<file path="src/hw/rtl/bat_pkg.sv">
// shared types, constants and the sample rounding function for the block average trend detector
package bat_pkg;

    localparam int SAMPLE_W = 20;
    localparam int VALUE_W  = 16;
    localparam int RUN_W    = 16;

    localparam logic signed [VALUE_W-1:0] VALUE_MAX = 16'sh7FFF;
    localparam logic [RUN_W-1:0]          RUN_MAX   = 16'hFFFF;

    typedef enum logic [1:0] {
        TREND_NOT_DEFINED = 2'd0,
        TREND_FALLING     = 2'd1,
        TREND_RISING      = 2'd2,
        TREND_STABLE      = 2'd3
    } trend_t;

    // rounded sample moving from the input register to the statistics stage
    typedef struct packed {
        logic                      valid;
        logic signed [VALUE_W-1:0] value;
    } stage_t;

    // ceiling of a q4 value, saturated to the signed 16-bit range
    function automatic logic signed [VALUE_W-1:0] round_up_sample(
        input logic signed [SAMPLE_W-1:0] raw
    );
        logic signed [SAMPLE_W:0] biased;
        logic signed [SAMPLE_W:0] shifted;
        biased  = $signed({raw[SAMPLE_W-1], raw}) + 21'sd15;
        shifted = biased >>> 4;
        if (shifted > $signed({{(SAMPLE_W+1-VALUE_W){1'b0}}, VALUE_MAX}))
        begin
            return VALUE_MAX;
        end
        return shifted[VALUE_W-1:0];
    endfunction

endpackage

</file>
<file path="src/hw/rtl/block_average_trend_detector.sv">
// A sample passes the input register, then the result register. Throughput: one sample per
// cycle unless result_stall holds; rounding sits ahead of the input register, while block sum,
// divide by WINDOW, compare and run count sit in the single stage before the result register.
// Reset (rst_n, asynchronous, active low) empties both registers, clears the sum, position,
// average and run count, sets the trend to not defined and arms priming on the first sample.
// top level of the block average trend detector
module block_average_trend_detector #(
    parameter int WINDOW = 8
) (
    input  logic                                    clk,
    input  logic                                    rst_n,
    input  logic                                    sample_valid,
    output logic                                    sample_stall,
    input  logic signed [bat_pkg::SAMPLE_W-1:0]     sample_q4,
    output logic                                    result_valid,
    input  logic                                    result_stall,
    output logic signed [bat_pkg::VALUE_W-1:0]      average,
    output logic [1:0]                              trend,
    output logic [bat_pkg::RUN_W-1:0]               run_count,
    output logic                                    average_updated
);
    import bat_pkg::*;

    stage_t stage;
    logic   advance;
    trend_t trend_code;

    // input register with rounding
    bat_input_stage u_input (
        .clk          (clk),
        .rst_n        (rst_n),
        .sample_valid (sample_valid),
        .sample_stall (sample_stall),
        .sample_q4    (sample_q4),
        .advance      (advance),
        .stage        (stage)
    );

    // block statistics and result register
    bat_block_stats #(
        .WINDOW (WINDOW)
    ) u_stats (
        .clk             (clk),
        .rst_n           (rst_n),
        .stage           (stage),
        .advance         (advance),
        .result_valid    (result_valid),
        .result_stall    (result_stall),
        .average         (average),
        .trend           (trend_code),
        .run_count       (run_count),
        .average_updated (average_updated)
    );

    assign trend = trend_code;

endmodule

</file>
<file path="src/hw/rtl/bat_input_stage.sv">
// input register: takes a sample transfer, rounds it up and holds it for the statistics stage
module bat_input_stage (
    input  logic                                    clk,
    input  logic                                    rst_n,
    input  logic                                    sample_valid,
    output logic                                    sample_stall,
    input  logic signed [bat_pkg::SAMPLE_W-1:0]     sample_q4,
    input  logic                                    advance,
    output bat_pkg::stage_t                         stage
);
    import bat_pkg::*;

    logic                      valid_reg;
    logic signed [VALUE_W-1:0] value_reg;
    logic                      load;

    // the register frees up when empty or when the next stage takes its content
    assign load         = !valid_reg || advance;
    assign sample_stall = !load;

    // valid flag
    always_ff @(posedge clk or negedge rst_n)
    begin
        if (!rst_n)
        begin
            valid_reg <= 1'b0;
        end
        else if (load)
        begin
            valid_reg <= sample_valid;
        end
    end

    // rounded sample
    always_ff @(posedge clk)
    begin
        if (load && sample_valid)
        begin
            value_reg <= round_up_sample(sample_q4);
        end
    end

    assign stage.valid = valid_reg;
    assign stage.value = value_reg;

endmodule

</file>
<file path="src/hw/rtl/bat_div_window.sv">
// truncating division of a block sum by the window length, via an exact reciprocal multiply
module bat_div_window #(
    parameter int WINDOW = 8
) (
    input  logic signed [bat_pkg::VALUE_W+$clog2(WINDOW)-1:0] block_sum,
    output logic signed [bat_pkg::VALUE_W-1:0]                quotient
);
    import bat_pkg::*;

    localparam int DIV_L  = $clog2(WINDOW);
    localparam int SUM_W  = VALUE_W + DIV_L;
    localparam int SHIFT  = SUM_W + DIV_L;
    localparam int PROD_W = 2 * SUM_W + 1;
    // ceil(2^SHIFT / WINDOW) gives the exact floor for every SUM_W-bit magnitude
    localparam longint unsigned RECIP =
        ((64'd1 << SHIFT) + 64'(WINDOW) - 64'd1) / 64'(WINDOW);
    localparam logic [SUM_W:0] RECIP_M = (SUM_W+1)'(RECIP);

    logic              negative;
    logic [SUM_W-1:0]  magnitude;
    logic [PROD_W-1:0] product;
    logic [VALUE_W-1:0] mag_quotient;

    // divide the magnitude, then restore the sign for truncation toward zero
    assign negative     = block_sum[SUM_W-1];
    assign magnitude    = negative ? SUM_W'(-block_sum) : SUM_W'(block_sum);
    assign product      = PROD_W'(magnitude) * PROD_W'(RECIP_M);
    assign mag_quotient = product[SHIFT +: VALUE_W];
    assign quotient     = negative ? $signed(-mag_quotient) : $signed(mag_quotient);

endmodule

</file>
<file path="src/hw/rtl/bat_block_stats.sv">
// block accumulation, average, trend and run count state with the result register
module bat_block_stats #(
    parameter int WINDOW = 8
) (
    input  logic                                clk,
    input  logic                                rst_n,
    input  bat_pkg::stage_t                     stage,
    output logic                                advance,
    output logic                                result_valid,
    input  logic                                result_stall,
    output logic signed [bat_pkg::VALUE_W-1:0]  average,
    output bat_pkg::trend_t                     trend,
    output logic [bat_pkg::RUN_W-1:0]           run_count,
    output logic                                average_updated
);
    import bat_pkg::*;

    localparam int DIV_L = $clog2(WINDOW);
    localparam int SUM_W = VALUE_W + DIV_L;
    localparam int POS_W = (DIV_L > 0) ? DIV_L : 1;
    localparam logic [POS_W-1:0] POS_LAST = POS_W'(WINDOW - 1);

    // block state
    logic signed [SUM_W-1:0]   sum_reg,   sum_next;
    logic [POS_W-1:0]          pos_reg,   pos_next;
    logic signed [VALUE_W-1:0] avg_reg,   avg_next;
    trend_t                    trend_reg, trend_next;
    logic [RUN_W-1:0]          runs_reg,  runs_next;
    logic                      awaiting_reg, awaiting_next;

    // result register
    logic                      res_valid_reg;
    logic signed [VALUE_W-1:0] res_avg_reg;
    trend_t                    res_trend_reg;
    logic [RUN_W-1:0]          res_runs_reg;
    logic                      res_updated_reg;

    logic                      fire;
    logic                      updated;
    logic signed [SUM_W-1:0]   sum_added;
    logic signed [VALUE_W-1:0] block_avg;
    trend_t                    new_trend;

    assign advance = !res_valid_reg || !result_stall;
    assign fire    = stage.valid && advance;

    // sum including the current sample
    assign sum_added = sum_reg + SUM_W'(stage.value);

    bat_div_window #(
        .WINDOW (WINDOW)
    ) u_div (
        .block_sum (sum_added),
        .quotient  (block_avg)
    );

    // direction of the new block average against the previous one
    always_comb
    begin
        if (block_avg < avg_reg)
        begin
            new_trend = TREND_FALLING;
        end
        else if (block_avg > avg_reg)
        begin
            new_trend = TREND_RISING;
        end
        else
        begin
            new_trend = TREND_STABLE;
        end
    end

    // next state for one sample
    always_comb
    begin
        sum_next      = sum_reg;
        pos_next      = pos_reg;
        avg_next      = avg_reg;
        trend_next    = trend_reg;
        runs_next     = runs_reg;
        awaiting_next = awaiting_reg;
        updated       = 1'b0;
        if (awaiting_reg)
        begin
            awaiting_next = 1'b0;
            avg_next      = stage.value;
            trend_next    = TREND_NOT_DEFINED;
            runs_next     = '0;
            sum_next      = '0;
            pos_next      = '0;
            updated       = 1'b1;
        end
        else if (pos_reg == POS_LAST)
        begin
            if (new_trend != trend_reg)
            begin
                runs_next = '0;
            end
            else if (runs_reg != RUN_MAX)
            begin
                runs_next = runs_reg + 1'b1;
            end
            trend_next = new_trend;
            avg_next   = block_avg;
            sum_next   = '0;
            pos_next   = '0;
            updated    = 1'b1;
        end
        else
        begin
            sum_next = sum_added;
            pos_next = pos_reg + 1'b1;
        end
    end

    // state registers
    always_ff @(posedge clk or negedge rst_n)
    begin
        if (!rst_n)
        begin
            sum_reg      <= '0;
            pos_reg      <= '0;
            avg_reg      <= '0;
            trend_reg    <= TREND_NOT_DEFINED;
            runs_reg     <= '0;
            awaiting_reg <= 1'b1;
        end
        else if (fire)
        begin
            sum_reg      <= sum_next;
            pos_reg      <= pos_next;
            avg_reg      <= avg_next;
            trend_reg    <= trend_next;
            runs_reg     <= runs_next;
            awaiting_reg <= awaiting_next;
        end
    end

    // result valid flag
    always_ff @(posedge clk or negedge rst_n)
    begin
        if (!rst_n)
        begin
            res_valid_reg <= 1'b0;
        end
        else if (advance)
        begin
            res_valid_reg <= fire;
        end
    end

    // result payload
    always_ff @(posedge clk)
    begin
        if (fire)
        begin
            res_avg_reg     <= avg_next;
            res_trend_reg   <= trend_next;
            res_runs_reg    <= runs_next;
            res_updated_reg <= updated;
        end
    end

    assign result_valid    = res_valid_reg;
    assign average         = res_avg_reg;
    assign trend           = res_trend_reg;
    assign run_count       = res_runs_reg;
    assign average_updated = res_updated_reg;

    // priming leaves an empty block behind
    assert property (@(posedge clk) disable iff (!rst_n)
        awaiting_reg |-> (pos_reg == '0) && (sum_reg == '0))
        else $error("block not empty while awaiting first sample");

    // leaving the priming state always produces a priming result
    assert property (@(posedge clk) disable iff (!rst_n)
        $fell(awaiting_reg) |-> res_valid_reg && res_updated_reg)
        else $error("priming sample gave no updated result");

    // an undefined trend never carries a run
    assert property (@(posedge clk) disable iff (!rst_n)
        res_valid_reg && (res_trend_reg == TREND_NOT_DEFINED) |-> (res_runs_reg == '0))
        else $error("run count nonzero with undefined trend");

    // a transfer into this stage always shows up as a result
    assert property (@(posedge clk) disable iff (!rst_n)
        fire |=> res_valid_reg)
        else $error("accepted sample produced no result");

endmodule

</file>
<file path="config.mk">
export PLATFORM = sky130hd
export DESIGN_NAME = block_average_trend_detector
export DESIGN_NICKNAME = d
export VERILOG_FILES = /design/src/hw/rtl/bat_pkg.sv /design/src/hw/rtl/block_average_trend_detector.sv /design/src/hw/rtl/bat_input_stage.sv /design/src/hw/rtl/bat_div_window.sv /design/src/hw/rtl/bat_block_stats.sv
export SDC_FILE = /design/constraint.sdc
export NUM_CORES = 1
export LEC_CHECK = 0
export BUFFER_PORTS_ARGS = -buffer_cell sky130_fd_sc_hd__buf_4
export CAP_MARGIN = 10
export CORE_ASPECT_RATIO = 1.75
export CORE_MARGIN = 4
export CORE_UTILIZATION = 32
export CTS_BUF_LIST = sky130_fd_sc_hd__clkbuf_4 sky130_fd_sc_hd__clkbuf_8
export CTS_CLUSTER_DIAMETER = 150
export DETAILED_ROUTE_END_ITERATION = 8
export MAX_ROUTING_LAYER = met4
export SYNTH_ARGS = -nofsm -noshare
export SYNTH_HDL_FRONTEND = slang
export SYNTH_SLANG_ARGS = --single-unit
</file>
<file path="constraint.sdc">
create_clock -name clk -period 7.2 [get_ports clk]
set_input_delay 1.8 -clock clk [delete_from_list [all_inputs] [get_ports clk]]
set_output_delay 1.8 -clock clk [all_outputs]
set_load 0.02 [all_outputs]
</file>
==> results.json <==
{
  "endpoint_kind": "register",
  "initial_cell_density_of_the_core_pct": 32.7,
  "pwr-share-clk_pct": 10.9,
  "max_clock_freq_mhz": 146,
  "ctsHtreeMaxLevel": 3,
  "post-route-cell-area_um2": 8060,
  "timing.final.ws_setup_ns": 0.348,
  "clockRootBuffer": "sky130_fd_sc_hd__clkbuf_8",
  "setup-violations-final": 0,
  "global_route_total_usage_across_every_layer_pct": 15.1,
  "layout-area-overhead-vs-synth_pct": 13.7,
  "totalWireLength_mm": 18.0,
  "design.core.area_um2": 21700,
  "row_count": 71,
  "static_power_due_to_leakage_nw": 3.38,
  "postRouteAntennaNets": 0,
  "routedWlPerCell_um": 16.7,
  "finalHoldWorstSlack_ns": 0.490,
  "die_h_um": 205,
  "postLayoutCoreUtil_pct": 37.2,
  "netlist_instances": 726,
  "power.combinational.fraction_pct": 62.2,
  "post-synth-top-area-fraction_pct": 21.6,
  "grt_setup_unrepaired": "false",
  "final-hold-violation-count": 0,
  "port_buffers": 60,
  "cts_inserted_buffers": 9,
  "maximum_count_of_clock_buffers_along_a_single_path": 2,
  "synth-async-reset-ratio_pct": 53.6,
  "run_status": "finished, final reports clean",
  "detailed_place.area_um2": 7820,
  "die_area_um2": 24700,
  "synthesis.area_per_instance_um2": 9.77,
  "worst_setup_slack_before_clock_tree_synthesis_ns": 0.144,
  "yosys_register_bits": 110,
  "wire_length_of_the_first_global_routing_pass_mm": 28.4,
  "power.sequential.fraction_pct": 27.0,
  "first_global_vias": 5610,
  "replace_congestion": 0.850,
  "filler_cell_count": 2227,
  "critPathLaunchType": "register",
  "global_route.usage.met3_pct": 2.21,
  "timing.final.max_slew_violations": 0,
  "met2_usage_pct": 27.9,
  "dp_hpwl_mm": 13.3,
  "crit_path_max_fanout": 17,
  "tritoncts_num_sinks": 110,
  "crit_path_arrival_time_ns": 7.01,
  "cp.required_ns": 7.36,
  "die_width_um": 121,
  "clock-skew-final_ns": 0.0146,
  "fin_nets": 840,
  "tcrit_tclk_final_pct": 95.2,
  "placed_instance_count": 1057,
  "total_vias_in_the_final_route": 5775,
  "multiInputGateArea_um2": 3810,
  "timing.slew.headroom_pct": 34.0,
  "layout-drive-gt1-share_pct": 17.1,
  "post_synth_num_cell_types": 78,
  "avgViaCountPerCell": 5.38,
  "synth.net_count": 789,
  "syn-cell-area_um2": 7090,
  "synth.top_cells.by_area": "sky130_fd_sc_hd__edfxtp_1 22%, sky130_fd_sc_hd__dfrtp_1 20%, sky130_fd_sc_hd__ha_1 6.7%",
  "clkTransAtPathRegs_ns": 0.11,
  "internal_power_mw": 1.80,
  "synth_ff_type": "sky130_fd_sc_hd__dfrtp_1",
  "drtIter0Drc": 448,
  "cts_tree": "yes",
  "timing.max_cap.violations": 0,
  "drc_errors": 0,
  "fin_crit_ns": 6.85,
  "met1_usage_pct": 15.4,
  "synthesis.yosys.warnings": 0,
  "cellPowerDensity_nw_per_um2": 418,
  "irDropWorstVdd_v": 0.000140,
  "critPathKind": "register to register",
  "antenna_found_initial": 0,
  "instances_no_fill": 1074,
  "switching_power_mw": 1.57,
  "sequential_cell_area_um2": 3010,
  "largest_register_ffs": 19,
  "synth_enable_flop_cells": 51,
  "num_io_pins": 61,
  "grt.overflow.total": 0,
  "clock_insertion_delay_worst_skew_ns": 0.41,
  "detail_route.first_pass.iterations": 5,
  "power.share.switching_pct": 46.5,
  "fin_total_pwr_mw": 3.37,
  "tightest_slew_ns": 0.989,
  "netlist.top_cell.by_area": "sky130_fd_sc_hd__edfxtp_1",
  "min-delay-path-class": "register to register",
  "finalSetupTns_ns": 0,
  "grt_max_degree": 63,
  "diodes": 0,
  "busiest_layer": "met2",
  "seq_area_frac_synth_pct": 42.4
}
## synthesized netlist by cell type (5+ instances only)
cell type                  count
sky130_fd_sc_hd__a21o_1       10
sky130_fd_sc_hd__a21oi_1      37
sky130_fd_sc_hd__a221o_1      14
sky130_fd_sc_hd__a221oi_1      5
sky130_fd_sc_hd__a22o_1       19
sky130_fd_sc_hd__a31oi_1       6
sky130_fd_sc_hd__and2_1        7
sky130_fd_sc_hd__and3_1       13
sky130_fd_sc_hd__clkbuf_1     23
sky130_fd_sc_hd__dfrtp_1      58
sky130_fd_sc_hd__edfxtp_1     51
sky130_fd_sc_hd__ha_1         38
sky130_fd_sc_hd__inv_1        33
sky130_fd_sc_hd__mux2_2        6
sky130_fd_sc_hd__mux2i_1      11
sky130_fd_sc_hd__nand2_1      71
sky130_fd_sc_hd__nand2b_1      6
sky130_fd_sc_hd__nand3_1      23
sky130_fd_sc_hd__nand4_1      15
sky130_fd_sc_hd__nor2_1       45
sky130_fd_sc_hd__nor3_1       23
sky130_fd_sc_hd__o21a_1       10
sky130_fd_sc_hd__o21ai_0      35
sky130_fd_sc_hd__o31ai_1      12
sky130_fd_sc_hd__or2_2         8
sky130_fd_sc_hd__or3_1         6
sky130_fd_sc_hd__xnor2_1      27
sky130_fd_sc_hd__xor2_1       23
## metal layers
metal	vias to the layer above	share of wire, %
li1	2819	-
met1	2777	39
met2	147	54
met3	32	3.9
met4	0	3.5
met5	-	0
## final timing paths
check / from / endpoint / slack [ns] / cells after the start
worst max-delay path: u_input.value_reg[0]$_SDFFCE_PN1P_ / u_stats.run_count[13]$_DFFE_PP_ / 0.35 / 22
worst min-delay path: u_stats.pos_reg[1]$_DFFE_PN0P_ / u_stats.pos_reg[1]$_DFFE_PN0P_ / 0.49 / 2
worst max register to register: u_input.value_reg[0]$_SDFFCE_PN1P_ / u_stats.run_count[13]$_DFFE_PP_ / 0.35 / 22
worst min register to register: u_stats.pos_reg[1]$_DFFE_PN0P_ / u_stats.pos_reg[1]$_DFFE_PN0P_ / 0.49 / 2
max in group asynchronous: rst_n / u_stats.sum_reg[16]$_DFFE_PN0P_ / 5.11 / 1
min in group asynchronous: rst_n / u_stats.sum_reg[3]$_DFFE_PN0P_ / 1.49 / 1
## placed cells by master, fill, tap and decap left out, types with 4 or more instances in the layout
cell type	instances
sky130_fd_sc_hd__buf_4	76
sky130_fd_sc_hd__nand2_1	70
sky130_fd_sc_hd__dfrtp_1	58
sky130_fd_sc_hd__edfxtp_1	51
sky130_fd_sc_hd__nor2_1	44
sky130_fd_sc_hd__ha_1	38
sky130_fd_sc_hd__a21oi_1	37
sky130_fd_sc_hd__o21ai_0	35
sky130_fd_sc_hd__inv_1	32
sky130_fd_sc_hd__xnor2_1	25
sky130_fd_sc_hd__xor2_1	23
sky130_fd_sc_hd__nand3_1	23
sky130_fd_sc_hd__nor3_1	23
sky130_fd_sc_hd__a22o_1	19
sky130_fd_sc_hd__nand4_1	15
sky130_fd_sc_hd__a221o_1	14
sky130_fd_sc_hd__and3_1	13
sky130_fd_sc_hd__o31ai_1	12
sky130_fd_sc_hd__mux2i_1	11
sky130_fd_sc_hd__a21o_1	10
sky130_fd_sc_hd__o21a_1	10
sky130_fd_sc_hd__clkbuf_8	9
sky130_fd_sc_hd__or2_2	8
sky130_fd_sc_hd__and2_1	7
sky130_fd_sc_hd__a31oi_1	6
sky130_fd_sc_hd__nand2b_1	6
sky130_fd_sc_hd__mux2_2	6
sky130_fd_sc_hd__or3_1	5
sky130_fd_sc_hd__a221oi_1	5
sky130_fd_sc_hd__a211oi_1	4
sky130_fd_sc_hd__and4_1	4
## what timing repair did
| action | CTS | global route |
|---|---|---|
| resized for setup | 0 | 10 |
| hold buffers | 0 | 0 |
| setup endpoints to repair | 0 | 27 |
| buffers inserted | 0 | 1 |
## worst max-delay path: stages, from the launching register on
cell,delay (ns)
sky130_fd_sc_hd__edfxtp_1,0.42
sky130_fd_sc_hd__ha_1,0.25
sky130_fd_sc_hd__fa_1,0.40
sky130_fd_sc_hd__a21o_2,0.25
sky130_fd_sc_hd__a21oi_1,0.18
sky130_fd_sc_hd__xnor2_1,0.20
sky130_fd_sc_hd__or4_4,0.61
sky130_fd_sc_hd__or3_4,0.46
sky130_fd_sc_hd__or4_4,0.60
sky130_fd_sc_hd__or3_4,0.39
sky130_fd_sc_hd__nor4_2,0.23
sky130_fd_sc_hd__mux2i_1,0.15
sky130_fd_sc_hd__xnor2_2,0.24
sky130_fd_sc_hd__ha_1,0.31
sky130_fd_sc_hd__o31ai_1,0.23
sky130_fd_sc_hd__o21ai_0,0.18
sky130_fd_sc_hd__a21boi_0,0.16
sky130_fd_sc_hd__a31oi_1,0.23
sky130_fd_sc_hd__nand2_1,0.13
sky130_fd_sc_hd__a311oi_1,0.29
sky130_fd_sc_hd__buf_4,0.24
sky130_fd_sc_hd__or2_2,0.33
sky130_fd_sc_hd__nor3_1,0.11
## cells by family (layout without fill, tap and decap cells)
kind of cell | after synthesis | in the layout | share of synthesized area [%]
simple gates | 245 | 245 | 17.5
mux | 17 | 17 | 2.51
flops | 110 | 110 | 42.4
buf+inv | 69 | 125 | 4.66
xor+xnor | 50 | 50 | 6.18
fa+ha+maj | 39 | 39 | 6.99
compound gates | 196 | 196 | 19.7
## layout make-up
| cell class | count | area share (%) |
|---|---|---|
| inverter | 33 | 1.54 |
| clock buffer | 9 | 1.54 |
| multi-input combinational | 547 | 47.3 |
| sequential | 110 | 37.3 |
| clock inverter | 7 | 0.699 |
| timing repair buffer | 76 | 7.08 |
| tap | 292 | 4.53 |
## power by group through the flow
stage / Combinational, mW / Clock (mW) / Sequential (mW)
after floorplan: 1.45 / 0 / 0.935
after global placement: 2.04 / 0 / 0.918
after detailed placement: 2.05 / 0 / 0.920
after CTS: 2.06 / 0.378 / 0.908
after global routing: 2.32 / 0.400 / 0.924
final: 2.10 / 0.366 / 0.910
No activity file was read; power rests on OpenSTA's default activity.
